File: src/lru_key_value_cache_macros.svh
// assertion macros for the lru key-value cache
// used by files that check their own control logic; needs clk and rst in scope
`ifndef LRU_KEY_VALUE_CACHE_MACROS_SVH
`define LRU_KEY_VALUE_CACHE_MACROS_SVH

// same-cycle implication, checked outside reset
`define LKVC_ASSERT_NOW(lbl, ante, cons) \
  lbl: assert property (@(posedge clk) disable iff (rst) (ante) |-> (cons)) \
    else $error("lkvc same-cycle check failed");

// next-cycle implication, checked outside reset
`define LKVC_ASSERT_NEXT(lbl, ante, cons) \
  lbl: assert property (@(posedge clk) disable iff (rst) (ante) |=> (cons)) \
    else $error("lkvc next-cycle check failed");

`endif

File: src/lkvc_pkg.sv
// shared types and constants for the lru key-value cache
// no dependencies; used by lkvc_cell and lru_key_value_cache
`timescale 1ns / 1ps

package lkvc_pkg;

  localparam int MAX_ENTRIES_DEF = 16;
  localparam int DATA_W          = 32;
  localparam int CAP_W           = 5;
  localparam int APB_ADDR_W      = 3;
  localparam int APB_DATA_W      = 32;

  localparam logic [CAP_W-1:0]  CAP_RESET  = 5'd16;
  localparam logic [DATA_W-1:0] MISS_VALUE = 32'hFFFF_FFFF;

  // register index, taken from paddr above the byte offset
  localparam logic REG_CAPACITY = 1'b0;

  typedef enum logic {
    OP_GET = 1'b0,
    OP_PUT = 1'b1
  } op_t;

  typedef enum logic [1:0] {
    ST_IDLE,
    ST_LOOK,
    ST_UPD
  } state_t;

  // control broadcast to every cell of the chain
  typedef struct packed {
    logic capture;    // latch the key compare
    logic apply;      // commit the shift of this transfer
    logic shift_all;  // put miss: every cell takes its neighbor's entry
  } ctrl_t;

endpackage

File: src/lkvc_cell.sv
// one entry of the recency chain: key, value, compare and shift
// depends on lkvc_pkg
`timescale 1ns / 1ps

module lkvc_cell #(
  parameter int CNT_W = 5,
  parameter int IDX   = 0
) (
  input  logic                      clk,
  input  lkvc_pkg::ctrl_t           ctrl,
  input  logic [CNT_W-1:0]          count,
  input  logic [lkvc_pkg::DATA_W-1:0] search_key,
  // entry handed in from the more recent neighbor
  input  logic [lkvc_pkg::DATA_W-1:0] left_key,
  input  logic [lkvc_pkg::DATA_W-1:0] left_value,
  // match and found value chains, coming from the less recent side
  input  logic                      below_in,
  input  logic [lkvc_pkg::DATA_W-1:0] found_in,
  output logic                      below_out,
  output logic [lkvc_pkg::DATA_W-1:0] found_out,
  output logic [lkvc_pkg::DATA_W-1:0] entry_key,
  output logic [lkvc_pkg::DATA_W-1:0] entry_value,
  output logic                      match
);

  localparam logic [CNT_W-1:0] POS = CNT_W'(IDX);

  logic valid;
  logic shift;

  // slot holds a live entry while it sits below the fill count
  assign valid = POS < count;

  // key compare, held for the update cycle
  always_ff @(posedge clk) begin
    if (ctrl.capture) begin
      match <= valid && (entry_key == search_key);
    end
  end

  // cells up to and including the hit take the entry from their left
  assign below_out = match | below_in;
  assign found_out = match ? entry_value : found_in;
  assign shift     = ctrl.apply && (ctrl.shift_all || below_out);

  always_ff @(posedge clk) begin
    if (shift) begin
      entry_key   <= left_key;
      entry_value <= left_value;
    end
  end

endmodule

File: src/lru_key_value_cache.sv
// lru key-value cache: each item passes a compare state and then a shift state through the cell chain;
// the next item can be taken as the update state of the last one completes, and a get result is registered then.
// The update state is held only while a get waits for the output register to drain.
// synchronous reset empties the store, sets capacity to 16 and clears out_valid.
// depends on lkvc_pkg, lkvc_cell and lru_key_value_cache_macros.svh
`timescale 1ns / 1ps
`include "lru_key_value_cache_macros.svh"

module lru_key_value_cache #(
  parameter int MAX_ENTRIES = lkvc_pkg::MAX_ENTRIES_DEF
) (
  input  logic                              clk,
  input  logic                              rst,
  // request channel
  input  logic                              in_valid,
  output logic                              in_stall,
  input  logic                              opcode,
  input  logic signed [lkvc_pkg::DATA_W-1:0] key,
  input  logic signed [lkvc_pkg::DATA_W-1:0] value,
  // result channel
  output logic                              out_valid,
  input  logic                              out_stall,
  output logic                              hit,
  output logic signed [lkvc_pkg::DATA_W-1:0] read_value,
  // configuration port
  input  logic                              psel,
  input  logic                              penable,
  input  logic                              pwrite,
  input  logic [lkvc_pkg::APB_ADDR_W-1:0]   paddr,
  input  logic [lkvc_pkg::APB_DATA_W-1:0]   pwdata,
  output logic [lkvc_pkg::APB_DATA_W-1:0]   prdata,
  output logic                              pready
);

  localparam int CNT_W = $clog2(MAX_ENTRIES + 1);
  localparam int CW    = (CNT_W > lkvc_pkg::CAP_W) ? CNT_W : lkvc_pkg::CAP_W;
  localparam logic [CW-1:0] MAX_CW = CW'(MAX_ENTRIES);
  localparam logic [CW-1:0] ONE_CW = CW'(1);

  lkvc_pkg::state_t state, state_next;
  lkvc_pkg::op_t    op_r;
  logic [lkvc_pkg::DATA_W-1:0] key_r;
  logic [lkvc_pkg::DATA_W-1:0] value_r;
  logic [CNT_W-1:0]            count, count_next;
  logic [lkvc_pkg::CAP_W-1:0]  capacity;

  logic                        accept;
  logic                        upd_done;
  logic                        any_hit;
  logic [lkvc_pkg::DATA_W-1:0] found;
  logic [lkvc_pkg::DATA_W-1:0] head_value;
  logic [CW-1:0]               cap_ext, eff_cap, count_ext;
  lkvc_pkg::ctrl_t             ctrl;
  logic                        cfg_write;

  // chains between neighboring cells
  logic [lkvc_pkg::DATA_W-1:0] key_chain   [MAX_ENTRIES+1];
  logic [lkvc_pkg::DATA_W-1:0] value_chain [MAX_ENTRIES+1];
  logic [lkvc_pkg::DATA_W-1:0] found_chain [MAX_ENTRIES+1];
  logic [MAX_ENTRIES:0]        below_chain;
  logic [MAX_ENTRIES-1:0]      match_vec;

  // configuration port
  assign pready    = 1'b1;
  assign cfg_write = psel && penable && pwrite && pready;

  always_ff @(posedge clk) begin
    if (rst) begin
      capacity <= lkvc_pkg::CAP_RESET;
    end else if (cfg_write && (paddr[2] == lkvc_pkg::REG_CAPACITY)) begin
      capacity <= pwdata[lkvc_pkg::CAP_W-1:0];
    end
  end

  assign prdata = (paddr[2] == lkvc_pkg::REG_CAPACITY)
                  ? lkvc_pkg::APB_DATA_W'(capacity) : '0;

  // request handshake
  assign upd_done = (state == lkvc_pkg::ST_UPD) &&
                    ((op_r == lkvc_pkg::OP_PUT) || !out_valid || !out_stall);
  assign in_stall = !((state == lkvc_pkg::ST_IDLE) || upd_done);
  assign accept   = in_valid && !in_stall;

  always_ff @(posedge clk) begin
    if (accept) begin
      op_r    <= lkvc_pkg::op_t'(opcode);
      key_r   <= key;
      value_r <= value;
    end
  end

  // sequencer state
  always_ff @(posedge clk) begin
    if (rst) begin
      state <= lkvc_pkg::ST_IDLE;
    end else begin
      state <= state_next;
    end
  end

  always_comb begin
    state_next = state;
    unique case (state)
      lkvc_pkg::ST_IDLE: state_next = accept ? lkvc_pkg::ST_LOOK : lkvc_pkg::ST_IDLE;
      lkvc_pkg::ST_LOOK: state_next = lkvc_pkg::ST_UPD;
      lkvc_pkg::ST_UPD: begin
        if (upd_done) begin
          state_next = accept ? lkvc_pkg::ST_LOOK : lkvc_pkg::ST_IDLE;
        end
      end
      default: state_next = lkvc_pkg::ST_IDLE;
    endcase
  end

  // cell control
  assign any_hit        = below_chain[0];
  assign found          = found_chain[0];
  assign ctrl.capture   = (state == lkvc_pkg::ST_LOOK);
  assign ctrl.apply     = upd_done;
  assign ctrl.shift_all = (op_r == lkvc_pkg::OP_PUT) && !any_hit;

  // new front entry: a get hit keeps its stored value
  assign head_value = (op_r == lkvc_pkg::OP_PUT) ? value_r : found;

  assign key_chain[0]              = key_r;
  assign value_chain[0]            = head_value;
  assign found_chain[MAX_ENTRIES]  = lkvc_pkg::MISS_VALUE;
  assign below_chain[MAX_ENTRIES]  = 1'b0;

  for (genvar i = 0; i < MAX_ENTRIES; i++) begin : g_cell
    lkvc_cell #(
      .CNT_W (CNT_W),
      .IDX   (i)
    ) u_cell (
      .clk         (clk),
      .ctrl        (ctrl),
      .count       (count),
      .search_key  (key_r),
      .left_key    (key_chain[i]),
      .left_value  (value_chain[i]),
      .below_in    (below_chain[i+1]),
      .found_in    (found_chain[i+1]),
      .below_out   (below_chain[i]),
      .found_out   (found_chain[i]),
      .entry_key   (key_chain[i+1]),
      .entry_value (value_chain[i+1]),
      .match       (match_vec[i])
    );
  end

  // fill count: a put miss trims to capacity - 1 and then inserts
  assign cap_ext   = CW'(capacity);
  assign count_ext = CW'(count);

  always_comb begin
    if (cap_ext == '0) begin
      eff_cap = ONE_CW;
    end else if (cap_ext > MAX_CW) begin
      eff_cap = MAX_CW;
    end else begin
      eff_cap = cap_ext;
    end
    count_next = count;
    if (upd_done && ctrl.shift_all) begin
      count_next = (count_ext >= eff_cap) ? eff_cap[CNT_W-1:0]
                                          : CNT_W'(count_ext + ONE_CW);
    end
  end

  always_ff @(posedge clk) begin
    if (rst) begin
      count <= '0;
    end else begin
      count <= count_next;
    end
  end

  // result register
  always_ff @(posedge clk) begin
    if (rst) begin
      out_valid <= 1'b0;
    end else if (upd_done && (op_r == lkvc_pkg::OP_GET)) begin
      out_valid <= 1'b1;
    end else if (!out_stall) begin
      out_valid <= 1'b0;
    end
  end

  always_ff @(posedge clk) begin
    if (upd_done && (op_r == lkvc_pkg::OP_GET)) begin
      hit        <= any_hit;
      read_value <= found;
    end
  end

  // checks
  `LKVC_ASSERT_NOW(a_count_bound, 1'b1, count <= CNT_W'(MAX_ENTRIES))
  `LKVC_ASSERT_NOW(a_single_match, state == lkvc_pkg::ST_UPD, $onehot0(match_vec))
  `LKVC_ASSERT_NOW(a_busy_on_look, state == lkvc_pkg::ST_LOOK, in_stall)
  `LKVC_ASSERT_NEXT(a_get_result, upd_done && (op_r == lkvc_pkg::OP_GET), out_valid)

endmodule
File: config.mk
export PLATFORM = sky130hd
export DESIGN_NAME = lru_key_value_cache
export DESIGN_NICKNAME = d
export VERILOG_FILES = /design/src/lkvc_pkg.sv /design/src/lkvc_cell.sv /design/src/lru_key_value_cache.sv
export VERILOG_INCLUDE_DIRS = /design/src /design/src/src
export SDC_FILE = /design/constraint.sdc
export NUM_CORES = 1
export LEC_CHECK = 0
export BUFFER_PORTS_ARGS = -buffer_cell sky130_fd_sc_hd__buf_2
export CORE_MARGIN = 2
export CORE_UTILIZATION = 62
export DETAILED_ROUTE_END_ITERATION = 7
export PLACE_DENSITY = 0.8
export SYNTH_ARGS = -nofsm -noshare
export SYNTH_HDL_FRONTEND = slang
export SYNTH_SLANG_ARGS = --single-unit
File: constraint.sdc
create_clock -name clk -period 6.87 [get_ports clk]
set_input_delay 0.687 -clock clk [delete_from_list [all_inputs] [get_ports clk]]
set_output_delay 0.687 -clock clk [all_outputs]
set_load 0.05 [all_outputs]
* After elaboration in Yosys (flattened, before gate mapping)
Index checks and enable logic that the tools add are counted.
W data, S select, Z words.
** Storage, ports and cells
- Memory bits (writable) :: 0
- Memories kept :: 0
- Bits in read-only memories :: 0
- Register bits :: 1151
- Latch bits :: 0
** Operators by class
- Multiply operators :: 0
- Divide/modulo/power cells :: 0
- Mux-type cells :: 26
- Reduce and logical (&&, ||, !) cells :: 65
- Bitwise logic cells :: 17
- Equality and inequality tests :: 20
- Shift operators :: 0
- Order comparisons :: 18
- Add/subtract/negate cells :: 1
** Operators by type and width (number)
- $mux W32 :: 17
- $eq A32 B32 Y1 :: 16
- $logic_and A1 B1 Y1 :: 40
- $lt A4 B5 Y1 const A :: 8
- $lt A3 B5 Y1 const A :: 4
- $mux W5 :: 4
- $logic_or A1 B1 Y1 :: 19
- $or A1 B1 Y1 :: 15
- $lt A1 B5 Y1 const A :: 2
- $lt A2 B5 Y1 const A :: 2
- $pmux W2 S3 :: 1
- $add A5 B1 Y5 const B :: 1
- $ge A5 B5 Y1 :: 1
- $gt A5 B5 Y1 const B :: 1
- $logic_not A5 Y1 :: 1
- $logic_not A1 Y1 :: 4
- $mux W1 :: 3
- $eq A2 B1 Y1 const B :: 1
- $eq A2 B2 Y1 const B :: 1
- $logic_not A2 Y1 :: 1
- $mux W2 :: 1
- $ne A2 B1 Y1 const B :: 1
- $ne A2 B2 Y1 const B :: 1
- $not A1 Y1 :: 2

* Logic depth before layout (Yosys ltp)
Gate-level depths: netlist of the first run.
- Depth in word-level cells :: 19
- Mapped depth :: 9
- Mapped depth without buffers :: 9

* By module
Synthesis of the first run repeated with hierarchy kept, for this count alone.
** Second synthesis, totals
- Cells, all modules :: 2620
- Area total of the unflattened synthesis :: 47770.8 sq um
** By module, submodules not included
- lkvc_cell at g_cell[4].u_cell ... :: area each 2710.1 sq um, cells an instance 148, times used 2
- lkvc_cell at g_cell[14].u_cell ... :: area each 2707.6 sq um, cells an instance 147, times used 2
- lru_key_value_cache :: area each 4339.2 sq um, cells an instance 260, times used 1
- lkvc_cell at g_cell[2].u_cell :: area each 2733.9 sq um, cells an instance 147, times used 1
- lkvc_cell at g_cell[1].u_cell :: area each 2732.6 sq um, cells an instance 148, times used 1
- lkvc_cell at g_cell[12].u_cell :: area each 2731.4 sq um, cells an instance 148, times used 1
- lkvc_cell at g_cell[8].u_cell :: area each 2722.6 sq um, cells an instance 147, times used 1
- lkvc_cell at g_cell[10].u_cell :: area each 2720.1 sq um, cells an instance 148, times used 1
- lkvc_cell at g_cell[0].u_cell :: area each 2716.4 sq um, cells an instance 148, times used 1
- lkvc_cell at g_cell[5].u_cell :: area each 2715.1 sq um, cells an instance 148, times used 1
- lkvc_cell at g_cell[3].u_cell :: area each 2708.8 sq um, cells an instance 147, times used 1
- lkvc_cell at g_cell[11].u_cell :: area each 2706.3 sq um, cells an instance 148, times used 1
- lkvc_cell at g_cell[13].u_cell :: area each 2705.1 sq um, cells an instance 147, times used 1
- lkvc_cell at g_cell[7].u_cell :: area each 2702.6 sq um, cells an instance 147, times used 1
- lkvc_cell at g_cell[15].u_cell :: area each 2701.3 sq um, cells an instance 147, times used 1

* Least setup slack after synthesis of the first run
OpenSTA, ideal clock, no wires.
- Path type :: register -> register
- From :: register g_cell[7].u_cell.match
- To :: register g_cell[12].u_cell.entry_key[0] (netlist name), enable pin
- Cell stages (with the launch flop) :: 7
- Period minus slack after synthesis :: 5.261 ns
- Arrival :: 4.736 ns
- Path slack :: 1.609 ns
- Buffers on the path :: 1
- Cell sequence :: edfxtp_1 > or3_1 > clkbuf_1 > nand3b_1 > nor4_1 > nand2_1 > a31oi_1
** On the way
- Word-level cells in the longest chain between the ends :: 12
** Ends and longest elaborated chain
- start: declaration :: line lkvc_cell.sv:23 : output logic match
- start signal: assignment :: line lkvc_cell.sv:37 : match <= valid && (entry_key == search_key);
- $or A1 B1 Y1 (8 in series) :: line lkvc_cell.sv:42 : assign below_out = match | below_in;
- $logic_not A1 Y1 :: line lru_key_value_cache.sv:120 : assign ctrl.shift_all = (op_r == lkvc_pkg::OP_PUT) && !any_hit;
- $logic_and A1 B1 Y1 :: line lru_key_value_cache.sv:120
- $logic_or A1 B1 Y1 :: line lkvc_cell.sv:44 : assign shift = ctrl.apply && (ctrl.shift_all || below_out);
- $logic_and A1 B1 Y1 :: line lkvc_cell.sv:44
- via g_cell[12].u_cell.shift :: line lkvc_cell.sv:29 : logic shift;
- end signal: assignment :: line lkvc_cell.sv:48 : entry_key <= left_key;
- end: declaration :: line lkvc_cell.sv:21 : output logic [lkvc_pkg::DATA_W-1:0] entry_key,
The timed path passes the listed nets, and every way through them passes these cells.
A chain may end at the register's enable or synchronous reset.

* Worst setup path in the final report of the first run
- From :: register g_cell[7].u_cell.match
- To :: register g_cell[12].u_cell.entry_value[21] (netlist name), enable pin
** On the way
- Word-level cells in the longest chain between the ends :: 12
** Ends and longest elaborated chain
- $or A1 B1 Y1 (8 in series) :: line lkvc_cell.sv:42
- $logic_not A1 Y1 :: line lru_key_value_cache.sv:120
- $logic_and A1 B1 Y1 :: line lru_key_value_cache.sv:120
- $logic_or A1 B1 Y1 :: line lkvc_cell.sv:44
- $logic_and A1 B1 Y1 :: line lkvc_cell.sv:44
- via g_cell[12].u_cell.shift :: line lkvc_cell.sv:29
- end signal: assignment :: line lkvc_cell.sv:49 : entry_value <= left_value;
- end: declaration :: line lkvc_cell.sv:22 : output logic [lkvc_pkg::DATA_W-1:0] entry_value,
The timed path passes the listed nets, and every way through them passes these cells.

==> results of run 1 <==
## cell families after synthesis
kind of cell | count (synthesis) | synth area share, %
flip-flops | 1151 | 74.0
AND/OR/NAND/NOR | 520 | 6.06
XOR/XNOR | 512 | 9.64
AO/OA/AOI/OAI | 491 | 7.69
buffers and inverters | 223 | 2.22
multiplexers | 8 | 0.180
adder cells (fa/ha/maj) | 6 | 0.161
other | 2 | 0.0161
## registers in the layout (all words and copies together), names as in the netlist
signal / cells
cap_ext: 5
count: 5
g_cell.u_cell.entry_key: 512
g_cell.u_cell.entry_value: 512
g_cell.u_cell.match: 16
hit: 1
key_r: 32
op_r: 1
out_valid: 1
read_value: 32
state: 2
value_r: 32
## per-layer routing
| metal | vias up | GRT usage (%) | routed length (µm) |
|---|---|---|---|
| met3 | 387 | 6.97 | 13000 |
| met5 | - | 0 | 13 |
| met4 | 2 | 13.5 | 5520 |
| met1 | 13242 | 38.1 | 41100 |
| met2 | 1977 | 45.6 | 52100 |
| li1 | 11477 | - | - |
## layout by cell type (no fill, tap or decap), types with 4 or more instances in the layout
cell / instances
nor2b_1: 39
clkinv_1: 24
edfxtp_1: 1138
clkbuf_16: 110
o31ai_1: 63
a2111oi_0: 39
nor3_1: 17
bufinv_16: 10
nand4_1: 49
a22oi_1: 63
buf_4: 71
nand3_1: 18
o221ai_1: 93
ha_1: 6
mux2i_1: 5
a211oi_1: 6
nor4_1: 99
clkinv_2: 20
nor2_1: 149
a31oi_1: 4
nand2_1: 14
inv_1: 17
dfxtp_1: 13
a21oi_1: 71
o21ai_0: 67
buf_2: 117
or3_1: 30
a221oi_1: 63
nor2_4: 12
clkbuf_1: 31
xnor2_1: 137
xor2_1: 375
conb_1: 28
nand2b_1: 66
## worst paths after layout
| check | start | endpoint | slack, ps | depth (start not counted) |
|---|---|---|---|---|
| setup / recovery | g_cell[7].u_cell.match$_DFFE_PN_ | g_cell[12].u_cell.entry_value[21]$_DFFE_PP_ | 2590 | 6 |
| hold / removal | value[11] | value_r[11]$_DFFE_PP_ | 170 | 1 |
| setup reg to reg | g_cell[7].u_cell.match$_DFFE_PN_ | g_cell[12].u_cell.entry_value[21]$_DFFE_PP_ | 2590 | 6 |
| hold reg to reg | g_cell[13].u_cell.entry_value[15]$_DFFE_PP_ | g_cell[14].u_cell.entry_value[15]$_DFFE_PP_ | 440 | 0 |
## cell type report
| cell class | instances | share of cell area (%) |
|---|---|---|
| Sequential cell | 1151 | 66.7 |
| Multi-Input combinational cell | 1565 | 21.9 |
| Clock buffer | 141 | 5.55 |
| Tap cell | 969 | 2.35 |
| Timing Repair Buffer | 188 | 2.17 |
| Clock inverter | 63 | 1.21 |
| Inverter | 20 | 0.145 |
## power by group
part	switching [W]	internal [W]	total, W
Clock	0.00257	0.00333	0.00590
Combinational	0.000549	0.000227	0.000776
Sequential	0.000113	0.00788	0.00799
## cell usage after synthesis, types with 5 or more instances
master and count:
dfxtp_1 13, o31ai_1 63, ha_1 6, edfxtp_1 1138, clkbuf_1 125, nand2_1 15
o21ai_0 67, buf_1 14, nor3_1 17, o221ai_1 93, a21oi_1 74, mux2i_1 5
nand3_1 19, xnor2_1 137, xor2_1 375, nor2_1 161, nand2b_1 67, a221oi_1 63
buf_2 28, inv_1 19, a22oi_1 63, a2111oi_0 39, nand4_1 49, nor4_1 99
a211oi_1 6, a31oi_1 5, or3_1 31, nor2b_1 43, buf_6 7, buf_4 29
## metrics by stage
step | instances | total power [W] | util [%] | area, µm² | hold WS [ps]
2_1_floorplan | 2939 | 0.00862 | - | 46600 | 418
5_1_grt | 4097 | 0.0150 | 69.5 | 51700 | 144
3_3_place_gp | 3893 | 0.00885 | 64.8 | 48200 | 424
4_1_cts | 4097 | 0.0147 | 69.5 | 51700 | 142
3_5_place_dp | 3893 | 0.00888 | 64.8 | 48200 | 429
6_report | 4097 | 0.0147 | 69.5 | 51700 | 171
==> flow_summary.toml, run 1 <==
[cells_and_area]
multi_input_area_um2 = 11300
fillCellCount = 4595
drive_above_1_share_pct = 12.1
antenna_cells = 0
area_growth_pct = 11.1
layout.nets = 3149
seq_area_um2 = 34400

[timing]
rsz0062_at_grt = "no"
setup_violations = 0
worst_slack_ps = 2590
fmax_mhz = 234
max_slew_margin_pct = 9.23
finalHoldViolations = 0
period_share_pct = 62.3
setup_tns_ps = 0
clock_skew_ps = 43.1
worstMarginPinSlew_ps = 1330
min_period_ps = 4280
drv_slew = 0

[power]
power.density_nw_per_um2 = 284
power.leakage_nw = 16.7
ir_worst_vdd_v = 0.000305

[synth]
synth_area_leaders = "edfxtp_1 73%, xor2_1 7.1%, xnor2_1 2.6%"
synth_top_area_share_pct = 73.5
ys.warnings.count = 0
synth_edf_count = 1138
synthFlopType = "edfxtp_1"
ys_ff_latch = 1151
synth_largest_area_cell = "edfxtp_1"
seq_area_frac_synth_pct = 74.0
syn_area_per_cell_um2 = 16.0
synthCells = 2913
ys_types = 55
synth.cell_area_um2 = 46500
async_flop_share_pct = 0

[routing]
vias = 27085
routed_wl_um = 112000
drtIter0Drc = 3755
viasPerCell = 6.61
first_pass_iters = 6
drcViolationCount = 0
antenna_left = 0
wire_per_inst_um = 27.3

[clocking]
clkSinkCount = 1151
insertion_delay_ps = 690
postCtsHoldBufs = 0
clockRootBuffer = "clkbuf_16"
cts_buffers = 110
cts_buffer_depth = 3
cts_tree = "built"
cts_resized = 0
htree_levels = 3
post_cts_buffers = 0
clk_pin_slew_ps = 60

[placement]
place_ws_ps = 2790
gp_congestion = 0.933
hpwl_um = 70500
io_buffers = 117

[floorplanning]
die_x_um = 278
start_util_pct = 62.6
fp.dieH_um = 278
die-area_um2 = 77200
rows = 100
core_area_um2 = 74300
ios = 175

[critical_path]
worst-path-buf-inv = 1
max_stage_delay_ps = 920
start_kind = "register"
endpoint_kind = "register"
critPathSlowestCell = "or3_2"
critPathRequiredTime_ps = 7150
crit_family = "simple AND/OR/NAND/NOR gates"
worstSetupPathType = "reg2reg"
cp_cell_sequence = "or3_2 > nand3b_1 > nor4_1 > nand2_1 > a31oi_4 > buf_4"
path_max_fanout = 45
arrival_ps = 4560

[global_routing]
grt_max_degree = 68
grt_pass1_wl_um = 166000
grt_pass1_vias = 27620
grt.total_usage_pct = 28.8
antenna_found_initial = 2
overflow = 0

[flow_run]
drv_cap = 0

[run_status]
outcome = "finished clean"

[min_path]
holdCritPathClass = "in2reg"
No activity file was read; power rests on OpenSTA's default activity.
==> inputs of run 2 (changes only) <==
--- a/config.mk
+++ b/config.mk
@@ -6,11 +6,12 @@
 export SDC_FILE = /design/constraint.sdc
 export NUM_CORES = 1
 export LEC_CHECK = 0
+export ABC_AREA = 1
 export BUFFER_PORTS_ARGS = -buffer_cell sky130_fd_sc_hd__buf_2
 export CORE_MARGIN = 2
-export CORE_UTILIZATION = 62
+export CORE_UTILIZATION = 56
 export DETAILED_ROUTE_END_ITERATION = 7
-export PLACE_DENSITY = 0.8
+export PLACE_DENSITY = 0.76
 export SYNTH_ARGS = -nofsm -noshare
 export SYNTH_HDL_FRONTEND = slang
 export SYNTH_SLANG_ARGS = --single-unit
==> constraint.sdc (replaced) <==
create_clock -name clk -period 3.4 [get_ports clk]
set_input_delay 0.34 -clock clk [delete_from_list [all_inputs] [get_ports clk]]
set_output_delay 0.34 -clock clk [all_outputs]
set_load 0.05 [all_outputs]
==> run 2 against run 1 <==
Net effect:
- via count rose by 10%
- routed wire length rose by 2.9%
- synthesized cell count rose by 30%
- first-iteration DRC count fell by 23%
- power rose by 120%
- final area rose by 6.7%
- critical path type unchanged
- largest cell class unchanged
- largest power group unchanged
==> flow_summary.toml, run 2 <==
[synth]
seq_area_frac_synth_pct = 72.1
synthFlopType = "edfxtp_1"
synth_fa_ha_area_share_pct = 0.157
synthTopCellsByCount = "1138 x edfxtp_1, 827 x nand2_1, 246 x nand3_1"
ys_ff_latch = 1151
synth_largest_area_cell = "edfxtp_1"
synth.cell_area_um2 = 47800
synth_compound_area_share_pct = 5.26
yosysMostFrequentCell = "edfxtp_1"
synthMuxAreaShare_pct = 0
ys.warnings.count = 0
async_flop_share_pct = 0
synth_area_leaders = "edfxtp_1 72%, nand2_1 6.5%, xnor2_1 2.9%"
synth_top_family_by_area = "simple AND/OR/NAND/NOR gates"
synth_xor_area_share_pct = 4.25
syn_area_per_cell_um2 = 12.7
yosys.area_share.simple_pct = 15.2
synth_top_area_share_pct = 71.5
synthCells = 3775
ys_types = 50
synth_edf_count = 1138

[power]
power_w = 0.0319
ir_worst_vdd_v = 0.000530
seqPwrFrac_pct = 53.0
p_clk_share_pct = 38.6
p_comb_share_pct = 8.4
power.leakage_nw = 19.6
p_int_w = 0.0245
p_switching_w = 0.00740
swShare_pct = 23.2
power.density_nw_per_um2 = 579

[floorplanning]
core_area_um2 = 84900
rows = 107
die_x_um = 296
die-area_um2 = 87700
start_util_pct = 56.3
fp.dieH_um = 296
ios = 175

[cells_and_area]
final_common_cell = "edfxtp_1"
layout.nets = 4147
final_util_pct = 65.0
layout_common_cells = "1138 x edfxtp_1, 826 x nand2_1, 246 x nand3_1, 241 x nor2_1, 201 x or2_2"
top_regs = "g_cell.u_cell.entry_key: 512 flops, g_cell.u_cell.entry_value: 512 flops"
instances_no_fill = 5274
fillCellCount = 5784
drive_above_1_share_pct = 16.0
area_growth_pct = 15.4

[routing]
first_pass_iters = 6
routed_wl_um = 115000
drtIter0Drc = 2894
drcViolationCount = 0
vias = 29916
wire_per_inst_um = 21.8
antenna_left = 0
viasPerCell = 5.67

[min_path]
hp-start = "pwrite"
min_path_cells = 3
holdCritPathClass = "in2reg"
holdPathEnd = "cap_ext[4]$_SDFFE_PP1P_"

[flow_run]
drv_cap = 0

[timing]
worstMarginPinSlew_ps = 958
period_share_pct = 97.5
fmax_mhz = 302
clock_skew_ps = 27.1
worst_slack_ps = 84.3
hold_slack_ps = 91.9
setup_violations = 0
max_slew_margin_pct = 34.5
finalHoldViolations = 0
drv_slew = 0
min_period_ps = 3320

[global_routing]
grt_max_degree = 66
grt.total_usage_pct = 25.8
antenna_found_initial = 1
overflow = 0
grt_pass1_vias = 28999
grt_pass1_wl_um = 170000

[critical_path]
cp_cell_sequence = "nor2_8 > nand3_4 > nor3_4 > nand2_2 > nor4_4 > nand2_2 > nor2_4 > nand2_1 > nor2_2 > nand2_2 > nor2_4 > nand2_8 > buf_12 > a31oi_4 > buf_4 > buf_6"
worst-path-buf-inv = 3
r2r-end = "g_cell[9].u_cell.entry_key[2]$_DFFE_PP_"
worstSetupPathType = "reg2reg"
critPathSlowestCell = "edfxtp_1"
arrival_ps = 3680
endpoint_kind = "register"
start_kind = "register"
rr_worst_depth = 16
path_max_fanout = 9
critPathRequiredTime_ps = 3770
reg2reg_from = "g_cell[14].u_cell.match$_DFFE_PN_"
crit_family = "simple AND/OR/NAND/NOR gates"
r2r_slack_ps = 80
max_stage_delay_ps = 470
crit_top_cell = "nand2_2"

[run_status]
outcome = "finished clean"

[clocking]
htree_levels = 3
clk_pin_slew_ps = 60
clockRootBuffer = "clkbuf_16"
cts_buffers = 110
insertion_delay_ps = 680
cts_tree = "built"
clkSinkCount = 1151
cts_buffer_depth = 3

[placement]
io_buffers = 117
place_ws_ps = -120
dp.cells = 4974
hpwl_um = 81300
gp_congestion = 1.02
## run 2: cell types whose count changed after synthesis, sizes merged, moves of 61 or more
| cell | previous run | this run |
|---|---|---|
| nand2 | 15 | 831 |
| xor2 | 375 | 76 |
| nand3 | 19 | 247 |
| or2 | 1 | 201 |
| inv | 19 | 137 |
| o221ai | 93 | 2 |
| nor2 | 161 | 247 |
| nand2b | 67 | 0 |
| a22oi | 63 | 0 |
| o31ai | 63 | 0 |
| a21oi | 74 | 135 |
## run 2: cell families after synthesis
logic type	count (synthesis)
adder cells (fa/ha/maj)	6
other	2
AND/OR/NAND/NOR	1625
XOR/XNOR	232
buffers and inverters	352
flip-flops	1151
AO/OA/AOI/OAI	407
## run 2: cell type report
type | count | area, µm² | share of cell area [%]
diodes | 2 | 5.00 | 0.00908
inverters | 142 | 553 | 1.00
well taps | 1144 | 1430 | 2.60
repair buffers | 330 | 2880 | 5.22
clock buffers | 135 | 2910 | 5.28
flip-flops and latches | 1151 | 34400 | 62.5
multi-input cells | 2298 | 12200 | 22.0
repair inverters | 1 | 7.51 | 0.0136
clock inverters | 71 | 761 | 1.38
## run 2: how the worst max path moves through the flow
stage                                      start                                   endpoint  slack [ps]  cells after the start
3_5_place_dp   g_cell[14].u_cell.match$_DFFE_PN_   g_cell[1].u_cell.entry_key[31]$_DFFE_PP_        -120                     16
2_1_floorplan  g_cell[14].u_cell.match$_DFFE_PN_   g_cell[13].u_cell.entry_key[0]$_DFFE_PP_        -450                     15
3_3_place_gp   g_cell[14].u_cell.match$_DFFE_PN_   g_cell[1].u_cell.entry_key[23]$_DFFE_PP_          20                     16
4_1_cts        g_cell[14].u_cell.match$_DFFE_PN_  g_cell[1].u_cell.entry_value[1]$_DFFE_PP_          10                     16
5_1_grt        g_cell[14].u_cell.match$_DFFE_PN_    g_cell[7].u_cell.entry_key[8]$_DFFE_PP_         -20                     16
6_report       g_cell[14].u_cell.match$_DFFE_PN_    g_cell[9].u_cell.entry_key[2]$_DFFE_PP_          80                     16
## run 2: power groups by stage
stage | clock network (W) | logic, W | registers [W]
after floorplan | 0 | 0.00165 | 0.0170
after global placement | 0 | 0.00242 | 0.0171
after detailed placement | 0 | 0.00250 | 0.0172
after CTS | 0.0124 | 0.00259 | 0.0169
after global routing | 0.0130 | 0.00289 | 0.0170
final | 0.0123 | 0.00268 | 0.0169
## run 2: routing by layer
| layer | track usage (%) | vias to the layer above | part of all wire [%] |
|---|---|---|---|
| li1 | - | 13865 | - |
| met2 | 42.9 | 1434 | 49 |
| met3 | 3.51 | 246 | 7.6 |
| met1 | 35.0 | 14371 | 40 |
| met4 | 9.44 | 0 | 3.5 |
| met5 | 0 | - | 0 |
## run 2: worst reg2reg max path: cells and delay by family (launching register included)
| family | cells | cell delay, ps |
|---|---|---|
| flops | 1 | 470 |
| compound gates | 1 | 200 |
| buf+inv | 3 | 580 |
| simple gates | 12 | 1780 |
## run 2: through the flow
stage	cell area (µm²)	setup TNS, ps
3_5_place_dp	50400	-37240
2_1_floorplan	48100	-330990
3_3_place_gp	50400	0
5_1_grt	55100	-490
4_1_cts	54900	0
6_report	55100	0
## run 2: timing repair
item	4_1_cts	5_1_grt
setup buffers	1	10
hold buffers	73	0
hold endpoints to repair	73	0
endpoints found under the setup margin	943	991
gates cloned	0	8
gates resized for setup	1	5
pin swaps	1	3
